==> config.mk <==
export PLATFORM = sky130hd
export DESIGN_NAME = ordered_list_engine
export DESIGN_NICKNAME = d
export VERILOG_FILES = /design/src/ole_pkg.sv /design/src/ole_ram.sv /design/src/ole_ctrl.sv /design/src/ole_dp.sv /design/src/ordered_list_engine.sv
export VERILOG_INCLUDE_DIRS = /design/src /design/src/src
export SDC_FILE = /design/constraint.sdc
export NUM_CORES = 1
export LEC_CHECK = 0
export BUFFER_PORTS_ARGS = -buffer_cell sky130_fd_sc_hd__buf_4
export CAP_MARGIN = 25
export CORE_MARGIN = 8
export CORE_UTILIZATION = 50
export DETAILED_ROUTE_END_ITERATION = 10
export GPL_ROUTABILITY_DRIVEN = 1
export GPL_TIMING_DRIVEN = 0
export PLACE_DENSITY = 0.69
export SETUP_SLACK_MARGIN = 0.2
export SYNTH_ARGS = -nofsm -noshare
export SYNTH_HDL_FRONTEND = slang
export SYNTH_SLANG_ARGS = --single-unit
==> constraint.sdc <==
create_clock -name clk_i -period 3.8 [get_ports clk_i]
set_clock_uncertainty 0.1 [all_clocks]
set_input_delay 0.19 -clock clk_i [delete_from_list [all_inputs] [get_ports clk_i]]
set_output_delay 0.19 -clock clk_i [all_outputs]
set_load 0.03 [all_outputs]
==> src/assert_macros.svh <==
// Concurrent assertion helpers for the RTL.
`ifndef ASSERT_MACROS_SVH
`define ASSERT_MACROS_SVH
`ifndef SYNTHESIS
`define OLE_ASSERT(name, clk, rstn, prop) \
  name: assert property (@(posedge clk) disable iff (!rstn) (prop)) \
    else $error("assertion failed");
`define OLE_ASSERT_NEXT(name, clk, rstn, ante, cons) \
  name: assert property (@(posedge clk) disable iff (!rstn) (ante) |=> (cons)) \
    else $error("assertion failed");
`else
`define OLE_ASSERT(name, clk, rstn, prop)
`define OLE_ASSERT_NEXT(name, clk, rstn, ante, cons)
`endif
`endif

==> src/ole_pkg.sv <==
package ole_pkg;

  localparam int OpW  = 3;
  localparam int ValW = 32;
  localparam int PosW = 6;
  localparam int StW  = 3;
  localparam int LenW = 7;

  localparam logic [OpW-1:0] OP_INS_FRONT = 3'd0;
  localparam logic [OpW-1:0] OP_INS_BACK  = 3'd1;
  localparam logic [OpW-1:0] OP_INS_AFTER = 3'd2;
  localparam logic [OpW-1:0] OP_DEL_FRONT = 3'd3;
  localparam logic [OpW-1:0] OP_DEL_BACK  = 3'd4;
  localparam logic [OpW-1:0] OP_DEL_AT    = 3'd5;
  localparam logic [OpW-1:0] OP_SEARCH    = 3'd6;
  localparam logic [OpW-1:0] OP_DUMP      = 3'd7;

  localparam logic [StW-1:0] ST_OK        = 3'd0;
  localparam logic [StW-1:0] ST_EMPTY     = 3'd1;
  localparam logic [StW-1:0] ST_FULL      = 3'd2;
  localparam logic [StW-1:0] ST_RANGE     = 3'd3;
  localparam logic [StW-1:0] ST_NOT_FOUND = 3'd4;

  typedef struct packed {
    logic           capture;
    logic           ptr_load;
    logic           ptr_inc;
    logic           ptr_dec;
    logic           rd_en;
    logic           rd_move;
    logic           wr_move;
    logic           wr_new;
    logic           cnt_inc;
    logic           cnt_dec;
    logic           emit;
    logic           emit_dump;
    logic           emit_idx;
    logic [StW-1:0] emit_st;
  } cmd_t;

  typedef struct packed {
    logic [OpW-1:0] op;
    logic           empty;
    logic           full;
    logic           pos_bad;
    logic           more;
    logic           hit;
    logic           last_elem;
    logic           out_free;
  } sts_t;

endpackage

==> src/ole_ram.sv <==
module ole_ram #(
  parameter int Width = 32,
  parameter int Depth = 16
) (
  input  logic                     clk_i,
  input  logic                     we_i,
  input  logic [$clog2(Depth)-1:0] waddr_i,
  input  logic [Width-1:0]         wdata_i,
  input  logic                     re_i,
  input  logic [$clog2(Depth)-1:0] raddr_i,
  output logic [Width-1:0]         rdata_o
);

  logic [Width-1:0] mem_q [Depth];
  logic [Width-1:0] rdata_q;

  always_ff @(posedge clk_i) begin
    if (we_i) begin
      mem_q[waddr_i] <= wdata_i;
    end
    if (re_i) begin
      rdata_q <= mem_q[raddr_i];
    end
  end

  assign rdata_o = rdata_q;

endmodule

==> src/ole_ctrl.sv <==
module ole_ctrl (
  input  logic          clk_i,
  input  logic          rst_ni,
  input  logic          in_valid_i,
  output logic          in_stall_o,
  input  ole_pkg::sts_t sts_i,
  output ole_pkg::cmd_t cmd_o
);

  localparam logic [3:0] S_IDLE    = 4'd0;
  localparam logic [3:0] S_CHECK   = 4'd1;
  localparam logic [3:0] S_MOVE_RD = 4'd2;
  localparam logic [3:0] S_MOVE_WR = 4'd3;
  localparam logic [3:0] S_FINISH  = 4'd4;
  localparam logic [3:0] S_SRC_RD  = 4'd5;
  localparam logic [3:0] S_SRC_CHK = 4'd6;
  localparam logic [3:0] S_DMP_RD  = 4'd7;
  localparam logic [3:0] S_DMP_OUT = 4'd8;
  localparam logic [3:0] S_EMIT    = 4'd9;

  logic [3:0]              state_q, state_d;
  logic [ole_pkg::StW-1:0] st_q, st_d;
  logic                    idx_q, idx_d;
  logic                    is_ins;

  assign is_ins = (sts_i.op == ole_pkg::OP_INS_FRONT) ||
                  (sts_i.op == ole_pkg::OP_INS_BACK) ||
                  (sts_i.op == ole_pkg::OP_INS_AFTER);
  assign in_stall_o = (state_q != S_IDLE);

  always_comb begin
    state_d = state_q;
    st_d    = st_q;
    idx_d   = idx_q;
    cmd_o   = '0;
    case (state_q)
      S_IDLE: begin
        if (in_valid_i) begin
          cmd_o.capture = 1'b1;
          state_d       = S_CHECK;
        end
      end
      S_CHECK: begin
        st_d  = ole_pkg::ST_OK;
        idx_d = 1'b0;
        case (sts_i.op)
          ole_pkg::OP_INS_FRONT, ole_pkg::OP_INS_BACK: begin
            if (sts_i.full) begin
              st_d = ole_pkg::ST_FULL; state_d = S_EMIT;
            end else begin
              cmd_o.ptr_load = 1'b1; state_d = S_MOVE_RD;
            end
          end
          ole_pkg::OP_INS_AFTER: begin
            if (sts_i.empty) begin
              st_d = ole_pkg::ST_EMPTY; state_d = S_EMIT;
            end else if (sts_i.full) begin
              st_d = ole_pkg::ST_FULL; state_d = S_EMIT;
            end else if (sts_i.pos_bad) begin
              st_d = ole_pkg::ST_RANGE; state_d = S_EMIT;
            end else begin
              cmd_o.ptr_load = 1'b1; state_d = S_MOVE_RD;
            end
          end
          ole_pkg::OP_DEL_FRONT, ole_pkg::OP_DEL_BACK: begin
            if (sts_i.empty) begin
              st_d = ole_pkg::ST_EMPTY; state_d = S_EMIT;
            end else begin
              cmd_o.ptr_load = 1'b1; state_d = S_MOVE_RD;
            end
          end
          ole_pkg::OP_DEL_AT: begin
            if (sts_i.empty) begin
              st_d = ole_pkg::ST_EMPTY; state_d = S_EMIT;
            end else if (sts_i.pos_bad) begin
              st_d = ole_pkg::ST_RANGE; state_d = S_EMIT;
            end else begin
              cmd_o.ptr_load = 1'b1; state_d = S_MOVE_RD;
            end
          end
          ole_pkg::OP_SEARCH: begin
            if (sts_i.empty) begin
              st_d = ole_pkg::ST_EMPTY; state_d = S_EMIT;
            end else begin
              cmd_o.ptr_load = 1'b1; state_d = S_SRC_RD;
            end
          end
          default: begin
            if (sts_i.empty) begin
              st_d = ole_pkg::ST_EMPTY; state_d = S_EMIT;
            end else begin
              cmd_o.ptr_load = 1'b1; state_d = S_DMP_RD;
            end
          end
        endcase
      end
      S_MOVE_RD: begin
        if (sts_i.more) begin
          cmd_o.rd_en   = 1'b1;
          cmd_o.rd_move = 1'b1;
          state_d       = S_MOVE_WR;
        end else begin
          state_d = S_FINISH;
        end
      end
      S_MOVE_WR: begin
        // Inserts walk toward the front, deletes toward the back.
        cmd_o.wr_move = 1'b1;
        cmd_o.ptr_dec = is_ins;
        cmd_o.ptr_inc = !is_ins;
        state_d       = S_MOVE_RD;
      end
      S_FINISH: begin
        cmd_o.wr_new  = is_ins;
        cmd_o.cnt_inc = is_ins;
        cmd_o.cnt_dec = !is_ins;
        state_d       = S_EMIT;
      end
      S_SRC_RD: begin
        cmd_o.rd_en = 1'b1;
        state_d     = S_SRC_CHK;
      end
      S_SRC_CHK: begin
        if (sts_i.hit) begin
          idx_d = 1'b1; state_d = S_EMIT;
        end else if (sts_i.last_elem) begin
          st_d = ole_pkg::ST_NOT_FOUND; state_d = S_EMIT;
        end else begin
          cmd_o.ptr_inc = 1'b1; state_d = S_SRC_RD;
        end
      end
      S_DMP_RD: begin
        cmd_o.rd_en = 1'b1;
        state_d     = S_DMP_OUT;
      end
      S_DMP_OUT: begin
        if (sts_i.out_free) begin
          cmd_o.emit      = 1'b1;
          cmd_o.emit_dump = 1'b1;
          cmd_o.emit_idx  = 1'b1;
          cmd_o.emit_st   = ole_pkg::ST_OK;
          if (sts_i.last_elem) begin
            state_d = S_IDLE;
          end else begin
            cmd_o.ptr_inc = 1'b1;
            state_d       = S_DMP_RD;
          end
        end
      end
      S_EMIT: begin
        if (sts_i.out_free) begin
          cmd_o.emit     = 1'b1;
          cmd_o.emit_idx = idx_q;
          cmd_o.emit_st  = st_q;
          state_d        = S_IDLE;
        end
      end
      default: state_d = S_IDLE;
    endcase
  end

  always_ff @(posedge clk_i or negedge rst_ni) begin
    if (!rst_ni) begin
      state_q <= S_IDLE;
      st_q    <= ole_pkg::ST_OK;
      idx_q   <= 1'b0;
    end else begin
      state_q <= state_d;
      st_q    <= st_d;
      idx_q   <= idx_d;
    end
  end

endmodule

==> src/ole_dp.sv <==
`include "assert_macros.svh"
module ole_dp #(
  parameter int CAPACITY = 16
) (
  input  logic                            clk_i,
  input  logic                            rst_ni,
  input  ole_pkg::cmd_t                   cmd_i,
  output ole_pkg::sts_t                   sts_o,
  input  logic [ole_pkg::OpW-1:0]         opcode_i,
  input  logic signed [ole_pkg::ValW-1:0] value_i,
  input  logic [ole_pkg::PosW-1:0]        position_i,
  output logic                            out_valid_o,
  input  logic                            out_stall_i,
  output logic [ole_pkg::StW-1:0]         status_o,
  output logic signed [ole_pkg::ValW-1:0] data_o,
  output logic [ole_pkg::PosW-1:0]        index_o,
  output logic [ole_pkg::LenW-1:0]        length_o,
  output logic                            last_o
);

  localparam int CW = $clog2(CAPACITY + 1);
  localparam int AW = $clog2(CAPACITY);

  logic [ole_pkg::OpW-1:0]  op_q;
  logic [ole_pkg::ValW-1:0] val_q;
  logic [ole_pkg::PosW-1:0] pos_q;
  logic [CW-1:0]            count_q, ptr_q, at, rd_ptr;
  logic [CW:0]              ptr_nx;
  logic [ole_pkg::LenW-1:0] pos_ext, count_ext, ptr_ext;
  logic                     is_ins, out_free;
  logic [ole_pkg::ValW-1:0] rd_data;
  logic                     out_valid_q, out_last_q;
  logic [ole_pkg::StW-1:0]  out_st_q;
  logic [ole_pkg::ValW-1:0] out_data_q;
  logic [ole_pkg::PosW-1:0] out_idx_q;
  logic [ole_pkg::LenW-1:0] out_len_q;

  assign is_ins = (op_q == ole_pkg::OP_INS_FRONT) || (op_q == ole_pkg::OP_INS_BACK) ||
                  (op_q == ole_pkg::OP_INS_AFTER);
  assign pos_ext   = {1'b0, pos_q};
  assign count_ext = ole_pkg::LenW'(count_q);
  assign ptr_ext   = ole_pkg::LenW'(ptr_q);
  assign ptr_nx    = {1'b0, ptr_q} + {{CW{1'b0}}, 1'b1};
  assign out_free  = !out_valid_q || !out_stall_i;

  // Insert sites for inserts, removal sites for deletes.
  always_comb begin
    case (op_q)
      ole_pkg::OP_INS_BACK:  at = count_q;
      ole_pkg::OP_INS_AFTER: at = CW'(pos_ext + 7'd1);
      ole_pkg::OP_DEL_BACK:  at = count_q - {{(CW-1){1'b0}}, 1'b1};
      ole_pkg::OP_DEL_AT:    at = CW'(pos_ext);
      default:               at = '0;
    endcase
  end

  assign rd_ptr = !cmd_i.rd_move ? ptr_q :
                  is_ins ? (ptr_q - {{(CW-1){1'b0}}, 1'b1}) : ptr_nx[CW-1:0];

  ole_ram #(.Width(ole_pkg::ValW), .Depth(CAPACITY)) u_ram (
    .clk_i   (clk_i),
    .we_i    (cmd_i.wr_move || cmd_i.wr_new),
    .waddr_i (cmd_i.wr_new ? at[AW-1:0] : ptr_q[AW-1:0]),
    .wdata_i (cmd_i.wr_new ? val_q : rd_data),
    .re_i    (cmd_i.rd_en),
    .raddr_i (rd_ptr[AW-1:0]),
    .rdata_o (rd_data)
  );

  assign sts_o.op        = op_q;
  assign sts_o.empty     = (count_q == '0);
  assign sts_o.full      = (count_q == CW'(CAPACITY));
  assign sts_o.pos_bad   = (pos_ext >= count_ext);
  assign sts_o.more      = is_ins ? (ptr_q > at) : (ptr_nx < {1'b0, count_q});
  assign sts_o.hit       = (rd_data == val_q);
  assign sts_o.last_elem = (ptr_nx == {1'b0, count_q});
  assign sts_o.out_free  = out_free;

  always_ff @(posedge clk_i) begin
    if (cmd_i.capture) begin
      op_q  <= opcode_i;
      val_q <= value_i;
      pos_q <= position_i;
    end
    if (cmd_i.ptr_load) begin
      ptr_q <= is_ins ? count_q : at;
    end else if (cmd_i.ptr_inc) begin
      ptr_q <= ptr_nx[CW-1:0];
    end else if (cmd_i.ptr_dec) begin
      ptr_q <= ptr_q - {{(CW-1){1'b0}}, 1'b1};
    end
    if (cmd_i.emit) begin
      out_st_q   <= cmd_i.emit_st;
      out_data_q <= cmd_i.emit_dump ? rd_data : '0;
      out_idx_q  <= cmd_i.emit_idx ? ptr_ext[ole_pkg::PosW-1:0] : '0;
      out_len_q  <= count_ext;
      out_last_q <= cmd_i.emit_dump ? sts_o.last_elem : 1'b1;
    end
  end

  always_ff @(posedge clk_i or negedge rst_ni) begin
    if (!rst_ni) begin
      count_q     <= '0;
      out_valid_q <= 1'b0;
    end else begin
      if (cmd_i.cnt_inc) begin
        count_q <= count_q + {{(CW-1){1'b0}}, 1'b1};
      end else if (cmd_i.cnt_dec) begin
        count_q <= count_q - {{(CW-1){1'b0}}, 1'b1};
      end
      if (cmd_i.emit) begin
        out_valid_q <= 1'b1;
      end else if (!out_stall_i) begin
        out_valid_q <= 1'b0;
      end
    end
  end

  assign out_valid_o = out_valid_q;
  assign status_o    = out_st_q;
  assign data_o      = out_data_q;
  assign index_o     = out_idx_q;
  assign length_o    = out_len_q;
  assign last_o      = out_last_q;

  `OLE_ASSERT(a_count_bound, clk_i, rst_ni, count_q <= CW'(CAPACITY))
  `OLE_ASSERT(a_new_not_full, clk_i, rst_ni, !cmd_i.wr_new || (count_q < CW'(CAPACITY)))
  `OLE_ASSERT_NEXT(a_count_inc, clk_i, rst_ni, cmd_i.cnt_inc,
                   count_q == $past(count_q) + {{(CW-1){1'b0}}, 1'b1})
  `OLE_ASSERT(a_emit_free, clk_i, rst_ni, !cmd_i.emit || out_free)

endmodule

==> src/ordered_list_engine.sv <==
// Channel | Valid       | Stall       | Payload
// input   | in_valid_i  | in_stall_o  | opcode_i, value_i, position_i
// output  | out_valid_o | out_stall_i | status_o, data_o, index_o, length_o, last_o
//
// A word is taken only while the engine is idle; each command then runs to completion.
// Inserts and deletes move stored elements one at a time through the single RAM port
// pair, reading each in S_MOVE_RD and writing it in S_MOVE_WR; search reads and then
// checks each element visited; dump reads and emits each one, waiting out any stall.
// Reset clears the element count and the output valid flag; the RAM is not cleared.
// A result waiting in the output register does not block the next input word.
module ordered_list_engine #(
  parameter int CAPACITY = 16
) (
  input  logic                            clk_i,
  input  logic                            rst_ni,
  input  logic                            in_valid_i,
  output logic                            in_stall_o,
  input  logic [ole_pkg::OpW-1:0]         opcode_i,
  input  logic signed [ole_pkg::ValW-1:0] value_i,
  input  logic [ole_pkg::PosW-1:0]        position_i,
  output logic                            out_valid_o,
  input  logic                            out_stall_i,
  output logic [ole_pkg::StW-1:0]         status_o,
  output logic signed [ole_pkg::ValW-1:0] data_o,
  output logic [ole_pkg::PosW-1:0]        index_o,
  output logic [ole_pkg::LenW-1:0]        length_o,
  output logic                            last_o
);

  ole_pkg::cmd_t cmd;
  ole_pkg::sts_t sts;

  ole_ctrl u_ctrl (
    .clk_i      (clk_i),
    .rst_ni     (rst_ni),
    .in_valid_i (in_valid_i),
    .in_stall_o (in_stall_o),
    .sts_i      (sts),
    .cmd_o      (cmd)
  );

  ole_dp #(.CAPACITY(CAPACITY)) u_dp (
    .clk_i       (clk_i),
    .rst_ni      (rst_ni),
    .cmd_i       (cmd),
    .sts_o       (sts),
    .opcode_i    (opcode_i),
    .value_i     (value_i),
    .position_i  (position_i),
    .out_valid_o (out_valid_o),
    .out_stall_i (out_stall_i),
    .status_o    (status_o),
    .data_o      (data_o),
    .index_o     (index_o),
    .length_o    (length_o),
    .last_o      (last_o)
  );

endmodule

==> results.md <==
* Worst setup slack for register-to-register paths at -0.36 ns
* Initial antenna violation count at 3
* WL/cell at 29.7 um
* Most crowded layer after global routing: met2
* Clk Latency, worst-skew pair at 0.61 ns
* Routed wire length at 94600 um
* Static leakage power at 0.0124 uW
* Number of standard-cell rows in the floorplan at 89
* Post-layout minimum cycle time at 4.16 ns
* RSZ-0062 raised after global routing: true
* Met2 track demand over resource in global routing at 0.425
* Worst-case setup margin in the final layout at -0.362 ns
* Multi-input combinational cell area at 11100 sq um
* Upper clock frequency limit at 0.240 GHz
* Number of nets in the final layout at 2432
* Final hold slack at 0.198 ns
* Register clock-pin slew on the reported worst setup and hold paths at 0.06 ns
* Nature of the critical path startpoint: flop
* Total I/O pin count at 96
* Outcome: finished, violations left
* Via count at 21700
* Via count of the first global-routing pass at 21500
* Worst rel slew slack at 0.316
* Share of layout cells above drive strength 1 at 0.314
* Length of the first detailed-routing pass in iterations at 6
* Combinational cell fraction of total power at 0.518
* Die W at 259 um
* Global-route usage over all layers at 0.270
* Number of design rule violations left after detail routing at 0
* Util after Layout at 0.647
* Clock group share of total power at 0.200
* Sequential-to-total area share from yosys stat at 0.659
* Largest stage delay on the critical path at 0.47 ns
* Cells along the critical path: buf_12 > buf_12 > inv_12 > clkbuf_16 > ha_4 > ha_4 > nor2b_1 > o21a_1 > or4_4 > a221oi_4 > buf_12 > buf_6 > o31ai_4 > buf_12 > buf_12 > buf_16 > a2bb2oi_4 > o211ai_1
* Final estimated routing congestion in global placement at 0.906
* Maximum fanout count along the critical path at 6
* Count of buffering cells on the critical path with inverters included at 9
* EDFF count, synth at 636
* TritonCTS clock tree: built
* CP Capture Type: flop
* Number of antenna repair diodes at 0
* Average footprint of a synthesized cell at 14.6 sq um
* Data required time of the worst path at 4.01 ns
* # H-tree levels at 3
* Critical Setup Path Class: reg -> reg
* Pin count of the biggest net entering global routing at 33
* Met1 demand-to-capacity share in global routing at 0.357
* Share of the clock period used by the worst path after layout at 1.10
* Total of endpoints with negative setup slack in the final report at 32
* Yosys Warn Count at 0
* Placed instance area at 31800 sq um
* Number of buffers created by CTS at 70
* Iter 0 DRT Violations at 2954
* Kind of path behind the tightest hold check: in -> reg
* Via-per-instance ratio at 6.79
* Violated checks: setup timing
* Initial Util at 0.503
* Layout area overhead at 28.7%
* Fraction of power consumed by sequential logic at 0.282
* Cell type of the slowest stage on the worst timing path: or4_4
* Most frequent standard cell in the layout excluding fill and tap cells: edfxtp_1
* Remaining antenna violation count after routing at 0
* Worst Max-Slew Pin Slew at 1.03 ns
* Most common cell on crit path: buf_12
* Wire length of the first global-routing pass at 137000 um
* Internal power of the cells at 19600 uW
* Commonest register cell after synthesis: edfxtp_1
* Final cell area excluding filler cells at 38000 sq um
* Register bit count reported by yosys at 650
* Detail Placement HPWL at 62000 um
* Hold Violations, Final at 0
* Maximum buffer depth of the clock tree at 3
* Most used cells in the layout excluding fill and tap cells: 636 x edfxtp_1, 173 x buf_4, 105 x nand2_1
* PD cells at 875 nW/um^2
* Placeable core region at 58700 sq um
* Switching power at 13700 uW
* Worst voltage drop across the vdd grid at 0.500 mV
* Net switching fraction of the power at 0.412
* Number of library cell types mapped by synthesis at 71
* Proportion of synthesized flip-flops having asynchronous set or reset at 0.0215
* Final Slew Violations at 0
* Total standard cell area after synthesis at 29500 sq um
* Number of maximum-capacitance violations at 0
* Cell count after synthesis at 2027
* Area enclosed by the die boundary at 67000 sq um
* Buffer type at the clock tree root: clkbuf_16
* Fillcell total at 3932
* Global routing met3 resource utilization at 0.0614
* Total of buffers placed on input and output ports at 92
* GR Overflow Total at 0
* Arrival @ worst endpoint at 4.37 ns
* # clock sinks at 650
* Area used by sequential logic in the layout at 19500 sq um
* Top delay family on crit path: buffers and inverters
* Floorplan die height at 259 um
worst paths after layout:
| path | start | end | depth (start not counted) |
|---|---|---|---|
| hold / removal | position_i[3] | u_dp.pos_q[3]$_DFFE_PP_ | 2 |
| min in group asynchronous | rst_ni | u_ctrl.state_q[3]$_DFFE_PN0P_ | 3 |
| hold reg to reg | u_dp.count_q[2]$_DFFE_PN0P_ | u_dp.length_o[2]$_DFFE_PP_ | 0 |
| setup / recovery | u_dp.ptr_q[0]$_DFFE_PP_ | u_dp.u_ram.rdata_o[15]$_DFFE_PP_ | 18 |
| setup reg to reg | u_dp.ptr_q[0]$_DFFE_PP_ | u_dp.u_ram.rdata_o[15]$_DFFE_PP_ | 18 |
| max in group asynchronous | rst_ni | u_dp.count_q[3]$_DFFE_PN0P_ | 3 |
what timing repair did:
item / 4_1_cts / 5_1_grt
hold buffers: 45 / 0
gates cloned: 3 / 7
pin swaps: 66 / 57
setup endpoints to repair: 560 / 397
resized for setup: 343 / 128
buffers inserted: 69 / 30
hold endpoints to repair: 74 / 0
flip-flops by register name, indices dropped and copies added (netlist names), 5 cells and up:
| name | flops |
|---|---|
| u_dp.u_ram.mem_q | 512 |
| u_dp.val_q | 32 |
| u_dp.count_q | 5 |
| u_dp.length_o | 5 |
| u_dp.index_o | 5 |
| u_dp.pos_q | 6 |
| u_dp.data_o | 32 |
| u_dp.ptr_q | 5 |
| u_dp.u_ram.rdata_o | 32 |
Yosys cell counts, types with 5 or more instances:
| library cell | count | area share |
|---|---|---|
| clkbuf_1 | 101 | 0.013 |
| o22ai_1 | 39 | 0.0083 |
| o21a_1 | 28 | 0.0071 |
| nand2_1 | 113 | 0.014 |
| buf_6 | 5 | 0.0019 |
| and2_1 | 40 | 0.0085 |
| inv_1 | 15 | 0.0019 |
| edfxtp_1 | 636 | 0.65 |
| mux2_2 | 98 | 0.037 |
| nor2_1 | 82 | 0.010 |
| mux4_2 | 34 | 0.026 |
| nand4_1 | 44 | 0.0093 |
| o21ai_0 | 60 | 0.010 |
| and3_1 | 7 | 0.0015 |
| nand3_1 | 13 | 0.0022 |
| nor3_1 | 41 | 0.0070 |
| nor2b_1 | 7 | 0.0015 |
| o211ai_1 | 70 | 0.018 |
| a2bb2oi_1 | 61 | 0.018 |
| o221ai_1 | 149 | 0.044 |
| xnor2_1 | 49 | 0.015 |
| buf_2 | 42 | 0.0071 |
| buf_1 | 12 | 0.0015 |
| dfrtp_1 | 14 | 0.012 |
| a21oi_1 | 53 | 0.0090 |
| o311a_1 | 34 | 0.012 |
| buf_4 | 9 | 0.0023 |
| o311ai_0 | 31 | 0.0092 |
| ha_1 | 21 | 0.0089 |
| mux2i_1 | 47 | 0.016 |
through the flow:
step / instances / setup TNS [ns] / setup WS (ns) / total power [uW]
2_1_floorplan: 2029 / 0 / 0.0608 / 17200
3_3_place_gp: 2894 / -1046.71 / -2.53 / 21400
3_5_place_dp: 2913 / -212.37 / -1.65 / 21900
4_1_cts: 3154 / -5.82 / -0.245 / 31300
5_1_grt: 3191 / -10.47 / -0.415 / 34100
6_report: 3191 / -8.53 / -0.362 / 33300
power by group through the flow:
| stage | Combinational [uW] | Sequential [uW] | Clock (uW) |
|---|---|---|---|
| after global routing | 17800 | 9410 | 6950 |
| after detailed placement | 12300 | 9500 | 0 |
| after CTS | 15200 | 9360 | 6660 |
| after global placement | 11900 | 9520 | 0 |
| after floorplan | 7690 | 9550 | 0 |
| final | 17200 | 9370 | 6640 |
metal layers:
layer | routed length, um | up-vias
met1 | 35200 | 10800
met5 | 10 | -
met2 | 44300 | 1619
met3 | 11300 | 280
li1 | - | 8991
met4 | 3840 | 2
area by class of cell:
class                   count  area share
flip-flops and latches    650       0.512
multi-input cells        1193       0.291
repair buffers            265      0.0753
clock buffers              84      0.0489
plain buffers             169      0.0357
well taps                 773      0.0255
clock inverters            40     0.00926
inverters                  17     0.00227
kinds of logic after synthesis:
family / synth area share
mux: 0.0793
flops: 0.659
other cells: 0.000127
compound gates: 0.150
simple gates: 0.0592
xor+xnor: 0.0160
buf+inv: 0.0279
fa+ha+maj: 0.00890
No activity file was read; power rests on OpenSTA's default activity.
